<file path="src/hw/rtl/qwts_pkg.sv">
package qwts_pkg;

   // Sample and result width (Q12.4)
   localparam int SAMPLE_W = 16;
   // Width of the divider's step counter: one quotient bit per step
   localparam int QSTEP_W  = $clog2(SAMPLE_W);

   // Controller states, one-hot
   typedef enum logic [4:0] {
      ST_IDLE = 5'b00001,
      ST_MAC  = 5'b00010,
      ST_PREP = 5'b00100,
      ST_DIV  = 5'b01000,
      ST_DONE = 5'b10000
   } state_type;

   // Commands from controller to datapath
   typedef struct packed {
      logic load;      // take the request item
      logic mac_step;  // one multiply-accumulate over the window
      logic div_init;  // load divider with rounded dividend
      logic div_step;  // one quotient bit
      logic out_load;  // move quotient into the output register
   } ctrl_cmd_type;

   // Status from datapath to controller
   typedef struct packed {
      logic keep;      // current request item produces a result
      logic mac_last;  // current MAC step is the newest sample
      logic div_last;  // current divide step is the last one
      logic out_free;  // output register can take a new item
   } dp_status_type;

endpackage

</file>
<file path="src/hw/rtl/qwts_ctrl.sv">
module qwts_ctrl (
   input  logic                    clock,
   input  logic                    reset,
   input  logic                    req_valid,
   output logic                    req_ready,
   input  qwts_pkg::dp_status_type status,
   output qwts_pkg::ctrl_cmd_type  cmd
);
   import qwts_pkg::*;

   state_type state_ff;
   state_type state_in;

   always_comb begin
      cmd       = '0;
      req_ready = 1'b0;
      state_in  = state_ff;
      unique case (state_ff)
         ST_IDLE: begin
            req_ready = 1'b1;
            if (req_valid) begin
               cmd.load = 1'b1;
               if (status.keep) begin
                  state_in = ST_MAC;
               end
            end
         end
         ST_MAC: begin
            cmd.mac_step = 1'b1;
            if (status.mac_last) begin
               state_in = ST_PREP;
            end
         end
         ST_PREP: begin
            cmd.div_init = 1'b1;
            state_in     = ST_DIV;
         end
         ST_DIV: begin
            cmd.div_step = 1'b1;
            if (status.div_last) begin
               state_in = ST_DONE;
            end
         end
         ST_DONE: begin
            if (status.out_free) begin
               cmd.out_load = 1'b1;
               state_in     = ST_IDLE;
            end
         end
         default: begin
            state_in = ST_IDLE;
         end
      endcase
   end

   always_ff @(posedge clock) begin
      if (reset) begin
         state_ff <= ST_IDLE;
      end else begin
         state_ff <= state_in;
      end
   end

endmodule

</file>
<file path="src/hw/rtl/qwts_dp.sv">
module qwts_dp #(
   parameter int WINDOW_LENGTH = 8
) (
   input  logic                                   clock,
   input  logic                                   reset,
   input  logic [qwts_pkg::SAMPLE_W-1:0]          req_sample_value,
   input  logic                                   req_track_start,
   output logic                                   rsp_valid,
   input  logic                                   rsp_ready,
   output logic [qwts_pkg::SAMPLE_W-1:0]          rsp_smoothed_value,
   input  qwts_pkg::ctrl_cmd_type                 cmd,
   output qwts_pkg::dp_status_type                status
);
   import qwts_pkg::*;

   localparam int CNT_W   = $clog2(2 * WINDOW_LENGTH);
   localparam int CNT_MAX = 2 * WINDOW_LENGTH - 1;
   localparam int M_W     = $clog2(WINDOW_LENGTH + 1);
   localparam int IDX_W   = (WINDOW_LENGTH > 1) ? $clog2(WINDOW_LENGTH) : 1;
   localparam int W_W     = $clog2(WINDOW_LENGTH * WINDOW_LENGTH + 1);
   localparam int DEN_MAX = WINDOW_LENGTH * (WINDOW_LENGTH + 1) * (2 * WINDOW_LENGTH + 1) / 6;
   localparam int DEN_W   = $clog2(DEN_MAX + 1);
   localparam int NUM_W   = SAMPLE_W + DEN_W;
   localparam int PROD_W  = SAMPLE_W + W_W;

   logic [SAMPLE_W-1:0] win_ff [WINDOW_LENGTH];
   logic [CNT_W-1:0]    count_ff, count_in;
   logic [IDX_W-1:0]    idx_ff;
   logic [M_W-1:0]      k_ff;
   logic [W_W-1:0]      w_ff;
   logic [NUM_W-1:0]    num_ff;
   logic [DEN_W-1:0]    den_ff;
   logic [NUM_W-1:0]    div_ff;
   logic [QSTEP_W-1:0]  qstep_ff;
   logic                rsp_valid_ff;
   logic [SAMPLE_W-1:0] rsp_value_ff;

   logic [CNT_W-1:0]    eff_count;
   logic [CNT_W-1:0]    m_diff;
   logic [M_W-1:0]      m_val;
   logic [PROD_W-1:0]   prod;
   logic [NUM_W-1:0]    dividend;
   logic [DEN_W:0]      trial;
   logic                ge;
   logic [DEN_W-1:0]    rem_next;

   // Track start restarts the count before the item is judged
   assign eff_count = req_track_start ? '0 : count_ff;
   assign count_in  = (eff_count < CNT_W'(CNT_MAX)) ? CNT_W'(eff_count + 1'b1) : eff_count;

   // Samples available in the window, capped at the window length
   assign m_diff = CNT_W'(eff_count - CNT_W'(WINDOW_LENGTH - 1));
   assign m_val  = (m_diff > CNT_W'(WINDOW_LENGTH)) ? M_W'(WINDOW_LENGTH) : M_W'(m_diff);

   assign prod     = PROD_W'(win_ff[idx_ff] * w_ff);
   assign dividend = num_ff + NUM_W'(den_ff >> 1);

   // Restoring divide: shift one dividend bit into the remainder
   assign trial    = {div_ff[NUM_W-1:SAMPLE_W], div_ff[SAMPLE_W-1]};
   assign ge       = (trial >= {1'b0, den_ff});
   assign rem_next = ge ? DEN_W'(trial - {1'b0, den_ff}) : DEN_W'(trial);

   assign status.keep     = (eff_count >= CNT_W'(WINDOW_LENGTH));
   assign status.mac_last = (idx_ff == '0);
   assign status.div_last = (qstep_ff == '0);
   assign status.out_free = !rsp_valid_ff || rsp_ready;

   always_ff @(posedge clock) begin
      if (reset) begin
         count_ff <= '0;
      end else if (cmd.load) begin
         count_ff <= count_in;
      end
   end

   always_ff @(posedge clock) begin
      if (cmd.load && status.keep) begin
         for (int i = WINDOW_LENGTH - 1; i > 0; i--) begin
            win_ff[i] <= win_ff[i-1];
         end
         win_ff[0] <= req_sample_value;
         idx_ff    <= IDX_W'(m_val - 1'b1);
         k_ff      <= M_W'(1);
         w_ff      <= W_W'(1);
         num_ff    <= '0;
         den_ff    <= '0;
      end else if (cmd.mac_step) begin
         // Weights walk from oldest sample (1) up: (k+1)^2 = k^2 + 2k + 1
         num_ff <= num_ff + NUM_W'(prod);
         den_ff <= den_ff + DEN_W'(w_ff);
         w_ff   <= W_W'(w_ff + W_W'({k_ff, 1'b1}));
         k_ff   <= M_W'(k_ff + 1'b1);
         idx_ff <= IDX_W'(idx_ff - 1'b1);
      end
   end

   always_ff @(posedge clock) begin
      if (cmd.div_init) begin
         div_ff   <= dividend;
         qstep_ff <= QSTEP_W'(SAMPLE_W - 1);
      end else if (cmd.div_step) begin
         div_ff   <= {rem_next, div_ff[SAMPLE_W-2:0], ge};
         qstep_ff <= QSTEP_W'(qstep_ff - 1'b1);
      end
   end

   always_ff @(posedge clock) begin
      if (reset) begin
         rsp_valid_ff <= 1'b0;
      end else if (cmd.out_load) begin
         rsp_valid_ff <= 1'b1;
      end else if (rsp_ready) begin
         rsp_valid_ff <= 1'b0;
      end
   end

   always_ff @(posedge clock) begin
      if (cmd.out_load) begin
         rsp_value_ff <= div_ff[SAMPLE_W-1:0];
      end
   end

   assign rsp_valid          = rsp_valid_ff;
   assign rsp_smoothed_value = rsp_value_ff;

endmodule

</file>
<file path="src/hw/rtl/quadratic_weighted_trajectory_smoother.sv">
// Channel   Direction  Handshake              Payload
// req       in         req_valid/req_ready    req_sample_value[15:0], req_track_start
// rsp       out        rsp_valid/rsp_ready    rsp_smoothed_value[15:0]
//
// A discarded item (first WINDOW_LENGTH samples of a track) leaves the block idle.
// A kept item with m window samples passes through ST_MAC, ST_PREP and ST_DIV
// before its result is loaded: one serial multiply-accumulate per window
// sample, then a restoring divider that produces one quotient bit per cycle.
// Synchronous active-high reset clears the sample count and all handshakes.
// A stalled rsp holds its item; the next req item is taken meanwhile.
module quadratic_weighted_trajectory_smoother #(
   parameter int WINDOW_LENGTH = 8
) (
   input  logic                          clock,
   input  logic                          reset,
   input  logic                          req_valid,
   output logic                          req_ready,
   input  logic [qwts_pkg::SAMPLE_W-1:0] req_sample_value,
   input  logic                          req_track_start,
   output logic                          rsp_valid,
   input  logic                          rsp_ready,
   output logic [qwts_pkg::SAMPLE_W-1:0] rsp_smoothed_value
);
   import qwts_pkg::*;

   ctrl_cmd_type  cmd;
   dp_status_type status;

   // Sequence the item: accept, accumulate, divide, hand off
   qwts_ctrl u_ctrl (
      .clock     (clock),
      .reset     (reset),
      .req_valid (req_valid),
      .req_ready (req_ready),
      .status    (status),
      .cmd       (cmd)
   );

   // Hold the window, count, accumulators, divider and output register
   qwts_dp #(
      .WINDOW_LENGTH (WINDOW_LENGTH)
   ) u_dp (
      .clock              (clock),
      .reset              (reset),
      .req_sample_value   (req_sample_value),
      .req_track_start    (req_track_start),
      .rsp_valid          (rsp_valid),
      .rsp_ready          (rsp_ready),
      .rsp_smoothed_value (rsp_smoothed_value),
      .cmd                (cmd),
      .status             (status)
   );

   // Load the output register only when it is free
   a_out_load_free: assert property (@(posedge clock) disable iff (reset)
      cmd.out_load |-> (!rsp_valid || rsp_ready))
      else $error("result loaded over a pending item");

   // A discarded item leaves the block ready for the next one
   a_discard_ready: assert property (@(posedge clock) disable iff (reset)
      (req_valid && req_ready && !status.keep) |=> req_ready)
      else $error("discarded item started work");

   // Accumulate and divide never overlap
   a_no_overlap: assert property (@(posedge clock) disable iff (reset)
      !(cmd.mac_step && (cmd.div_step || cmd.div_init)))
      else $error("accumulate and divide active together");

endmodule
</file>
<file path="config.mk">
export PLATFORM = sky130hd
export DESIGN_NAME = quadratic_weighted_trajectory_smoother
export DESIGN_NICKNAME = d
export VERILOG_FILES = /design/src/hw/rtl/qwts_pkg.sv /design/src/hw/rtl/qwts_ctrl.sv /design/src/hw/rtl/qwts_dp.sv /design/src/hw/rtl/quadratic_weighted_trajectory_smoother.sv
export SDC_FILE = /design/constraint.sdc
export NUM_CORES = 1
export LEC_CHECK = 0
export CAP_MARGIN = 5
export CORE_ASPECT_RATIO = 0.8
export CORE_UTILIZATION = 45
export DETAILED_ROUTE_END_ITERATION = 8
export DONT_BUFFER_PORTS = 1
export HOLD_SLACK_MARGIN = 0.12
export SYNTH_ARGS = -nofsm -noshare
export SYNTH_HDL_FRONTEND = slang
export SYNTH_SLANG_ARGS = --single-unit
</file>
<file path="constraint.sdc">
create_clock -name clock -period 6.3 [get_ports clock]
set_clock_uncertainty 0.1 [all_clocks]
set_input_delay 0.315 -clock clock [delete_from_list [all_inputs] [get_ports clock]]
set_output_delay 0.315 -clock clock [all_outputs]
set_load 0.02 [all_outputs]
</file>
* Yosys cells after proc, flatten, opt, wreduce, memory -nomap -nowiden
Memories as Yosys holds them, arrays and structs flattened. A register that Yosys moved wholly into a read port is not among the register bits. Index checks and enable logic that the tools add are counted.
Word-level totals: memories 1, bits in writable memories 128, register bits after elaboration 100, word-level logic and storage cells 74, output and inout bits 18, input bits 21
Memories:
- u_dp.win_ff | words 8, bits a word 16, read ports 8, clocked after memory_dff 1, write ports 8, line qwts_dp.sv:26 | logic [SAMPLE_W-1:0] win_ff [WINDOW_LENGTH];
Operators by class: mux-type cells 27, reductions and logical operators 9, order comparisons 4, add/subtract/negate cells 11, equality and inequality tests 10, multipliers 1
Operator list (count):
- 24-bit two-way mux | 2
- 5-bit two-way mux | 5
- 5-bit one-hot mux with 5 select lines | 1
- 24-bit by 23-bit adder with 24-bit output | 1
- 24-bit by 7-bit adder with 24-bit output | 1
- 16-bit by 7-bit multiplier with 23-bit output | 1
- 1-bit two-way mux | 12
- 3-bit two-way mux | 4
- 9-bit by 8-bit greater-or-equal comparator with 1-bit output | 1
- 4-bit by 1-bit adder with 4-bit output (second input constant) | 2
- 8-bit by 7-bit adder with 8-bit output | 1
- 4-bit two-way mux | 2
- 8-bit two-way mux | 1
- 2-bit inequality test (second input constant) | 4
- 8-bit subtractor | 1
- 7-bit by 5-bit adder with 7-bit output | 1
- 2-bit nonzero test | 3
- 3-bit by 1-bit subtractor with 3-bit output (second input constant) | 2
- 5-bit by 1-bit equality test with 1-bit output (second input constant) | 1
- 5-bit by 2-bit equality test with 1-bit output (second input constant) | 1
- 5-bit by 3-bit equality test with 1-bit output (second input constant) | 1
- 5-bit by 4-bit equality test with 1-bit output (second input constant) | 1
- 5-bit equality test (second input constant) | 1
- 5-bit AND reduction | 1
- other kinds (11) | 11

* Depth between registers and ports, before layout
depth in word-level cells 7, gate-level depth with buffers 22, depth with buffers taken out 19

* By module
From an unflattened synthesis, not the netlist that was laid out.
Second synthesis, totals: cell total of the unflattened synthesis 1258, area, all modules 14543.9 sq um
By module, submodules not included:
- qwts_dp | times used 1, seq. area each 6236.0 sq um, area each 14238.7 sq um, cells each 1223
- qwts_ctrl | times used 1, seq. area each 100.1 sq um, area each 305.3 sq um, cells each 35

* Worst setup path after synthesis
OpenSTA, ideal clock, no wires.
path kind register to register, from reg with a tool-made name, to reg u_dp.num_ff[23], buffers on the path 2, library setup time 0.115 ns, required time 6.085 ns, period minus slack after synthesis 5.874 ns, stages on the path, launching flop included 21, arrival time 5.659 ns, slack 0.426 ns, cells stage by stage dfxtp_1 -> clkbuf_1 -> buf_2 -> mux4_2 -> mux2i_1 -> nand2b_1 -> fa_1 -> fa_1 -> inv_1 -> fa_1 -> inv_1 -> fa_1 -> inv_1 -> ha_1 -> a21o_1 -> a31o_1 -> o2111ai_2 -> a31oi_1 -> or3_1 -> a31o_1 -> o21a_1
RTL lines:
- to (signal assigned) | line qwts_dp.sv:89 | num_ff <= num_ff + NUM_W'(prod);
- to (decl) | line qwts_dp.sv:31 | logic [NUM_W-1:0] num_ff;

==> flow_summary.ini <==
[cells_and_area]
syn_to_final_growth_pct = 11.9
regArea_mm2 = 0.00634
antennaDiodeCount = 0
layout_common_cells = 171 x edfxtp_1, 156 x inv_1, 94 x fa_1, 81 x nand2_1, 75 x ha_1
multiInputGateArea_mm2 = 0.00728
drive_gt1_share_pct = 10.0
utilization_pct = 51.3
final_common_cell = edfxtp_1
fillers = 2781
fin_area_mm2 = 0.0161
final_nets = 1457

[global_routing]
grt_use_total_pct = 18.9
overflow = 0
first_global_vias = 9197
grt_max_degree = 80
grt_pass1_wl_mm = 49.1
grt_antenna_before_repair = 0

[synthesis]
synth_nets = 1419
syn_area_mm2 = 0.0144
synth_edf_count = 171
avgSynthCellArea_um2 = 11.7
ys.flop_type = edfxtp_1
synth_cells = 1229
synth_cell_type_count = 77
ys_warn_count = 0
yosysSeqAreaShare_pct = 44.0
async_flop_share_pct = 0
synth-seq-cells = 231

[clock_tree]
clk_path_buf_depth = 3
cts.clk_slew.worst_paths_ns = 0.06
cts_sinks = 231
cts_setup_buffers = 0
clkLatencyLatePin_ns = 0.54
clockRootBuffer = clkbuf_16
cts_buffers = 25
cts_tree = built
cts-htree-levels = 1

[floorplan]
start_util_pct = 45.8
coreArea_mm2 = 0.0314
io_pins = 39
row_count = 58
dieHeight_um = 162
die_w_um = 202
die-area_mm2 = 0.0327

[timing]
hold_viol = 0
rsz0062_at_grt = false
setup_violations = 0
period_needed_ns = 5.89
maxSlewHeadroom_pct = 23.0
timing.final.ws_setup_ns = 0.409
min_period_over_period_pct = 93.5
fin_setup_tns_ns = 0
max_freq_ghz = 0.170
tightest_slew_ns = 1.15
holdWs_ns = 0.303
maxSlewViolCount = 0

[placement]
place.gp.congestion = 0.853
place_area_mm2 = 0.0150
port-buffer-count = 0
hpwl_mm = 21.3
place_ws_ns = 0.352

[worst_setup_path]
cp_slowest_cell = fa_1
cp_data_arrival_time_ns = 6.20
required_ns = 6.61
worstSetupPathType = reg2reg
end_kind = register
cp_slowest_stage_delay_ns = 0.55
cp_max_fo = 14
crit_chain = buf_12 > mux4_2 > mux2_2 > nand2_1 > fa_1 > fa_1 > inv_1 > fa_1 > inv_1 > fa_1 > inv_1 > ha_1 > a21o_1 > a31o_1 > o2111ai_2 > nand2_1 > a221oi_2 > xor2_1 > o21ai_1
crit_path_frequent_cell = fa_1
path_buf_inv = 4
critPathTopFamily = adder cells
start_kind = register

[route]
vias_per_cell = 5.28
routedWlPerCell_um = 17.4
ant_nets = 0
drc = 0
drt_wl_total_mm = 29.6
drtIter0Drc = 536
via_count = 8995
dr.pass1.iters = 5

[hold_path]
min_from = req_sample_value[4]
hp-class = in2reg

[outcome]
run_status = finished clean

[pwr]
p_leak_nw = 6.63
peakVddDrop_mv = 0.174
power_density_mw_per_mm2 = 261

[job]
maxCapViolations = 0
## worst paths after layout
kind                                                     end  slack [ns]  cells after the start
worst min register to register  u_dp.win_ff[5][11]$_DFFE_PP_        0.35                      0
worst max register to register  u_dp.num_ff[19]$_SDFFE_PP0P_        0.41                     19
worst min-delay path             u_dp.win_ff[0][4]$_DFFE_PP_        0.30                      1
worst max-delay path            u_dp.num_ff[19]$_SDFFE_PP0P_        0.41                     19
## area by class of cell
cell class,count,share of cell area [%]
clock buffer,29,3.98
clock inverter,16,1.47
inverter,158,3.71
multi-input combinational,799,45.2
sequential,231,39.3
tap,420,3.26
timing repair buffer,52,3.03
## logic make-up (layout without fill, tap and decap cells)
group                      Yosys count  count (layout)  synth area share (%)
xor gates and xnor gates            59              59                  3.59
and+or+nand+nor                    327             327                  11.8
AOI/OAI and AO/OA                  178             178                  8.14
buffers and inverters              199             255                  5.42
adders and majority gates          169             169                  19.6
muxes                               66              66                  7.44
DFF                                231             231                  44.0
## cells in the mapped netlist, drive strengths merged, types with 5 or more instances
cell    count  share of area (%)
edfxtp    171                 36
inv       158                4.1
fa         94                 13
nand2      82                2.2
ha         75                6.5
nor2b      61                2.7
dfxtp      60                8.3
nor2       59                1.6
o21ai      53                1.8
a21oi      50                1.8
xnor2      35                2.1
nand2b     33                1.4
nand3      33                1.2
mux4       32                5.0
clkbuf     27               0.71
mux2i      26                1.8
xor2       24                1.5
a21o       14               0.73
buf        14               0.59
and2       12               0.52
nor3       12               0.42
a211oi      9               0.66
mux2        8               0.63
nand4       8               0.35
o21a        8               0.42
a31oi       6               0.26
o22ai       5               0.22
o31ai       5               0.36
## worst reg2reg max path: stages (launching register included)
cell	delay [ns]
dfxtp_4	0.47
buf_12	0.21
mux4_2	0.51
mux2_2	0.34
nand2_1	0.10
fa_1	0.46
fa_1	0.55
inv_1	0.05
fa_1	0.54
inv_1	0.06
fa_1	0.53
inv_1	0.04
ha_1	0.35
a21o_1	0.20
a31o_1	0.21
o2111ai_2	0.27
nand2_1	0.14
a221oi_2	0.38
xor2_1	0.19
o21ai_1	0.07
## power breakdown
| group | internal (mW) | switching [mW] | total, mW |
|---|---|---|---|
| registers | 1.63 | 0.0239 | 1.65 |
| clock network | 0.975 | 0.619 | 1.59 |
| logic | 0.407 | 0.551 | 0.958 |
## timing repair
action	4_1_cts	5_1_grt
setup endpoints to repair	0	5
hold endpoints to repair	27	0
gates resized for setup	0	2
hold buffers	22	0
## sequential cells by signal (all words and copies together), names as in the netlist, named ones only
| name | count |
|---|---|
| u_dp.rsp_smoothed_value | 16 |
| u_ctrl.state_ff | 5 |
| u_dp.div_ff | 24 |
| u_dp.idx_ff | 3 |
| u_dp.win_ff | 128 |
| u_dp.qstep_ff | 4 |
| u_dp.den_ff | 8 |
| u_dp.count_ff | 4 |
| u_dp.rsp_valid | 1 |
| u_dp.num_ff | 24 |
| u_dp.k_ff | 4 |
| u_dp.w_ff | 7 |
## per-stage QoR
stage | instances | total power, mW
6_report | 1705 | 4.20
5_1_grt | 1705 | 4.43
4_1_cts | 1704 | 4.24
3_5_place_dp | 1637 | 2.62
3_3_place_gp | 1637 | 2.62
2_1_floorplan | 1229 | 2.45
## metal layers
layer	vias to the layer above	wire length, um	global-route usage, %
li1	4324	-	-
met1	4501	15100	27.9
met5	-	0	0
met4	0	602	4.34
met3	40	1040	3.13
met2	130	12900	29.3
No activity file was read; power rests on OpenSTA's default activity.
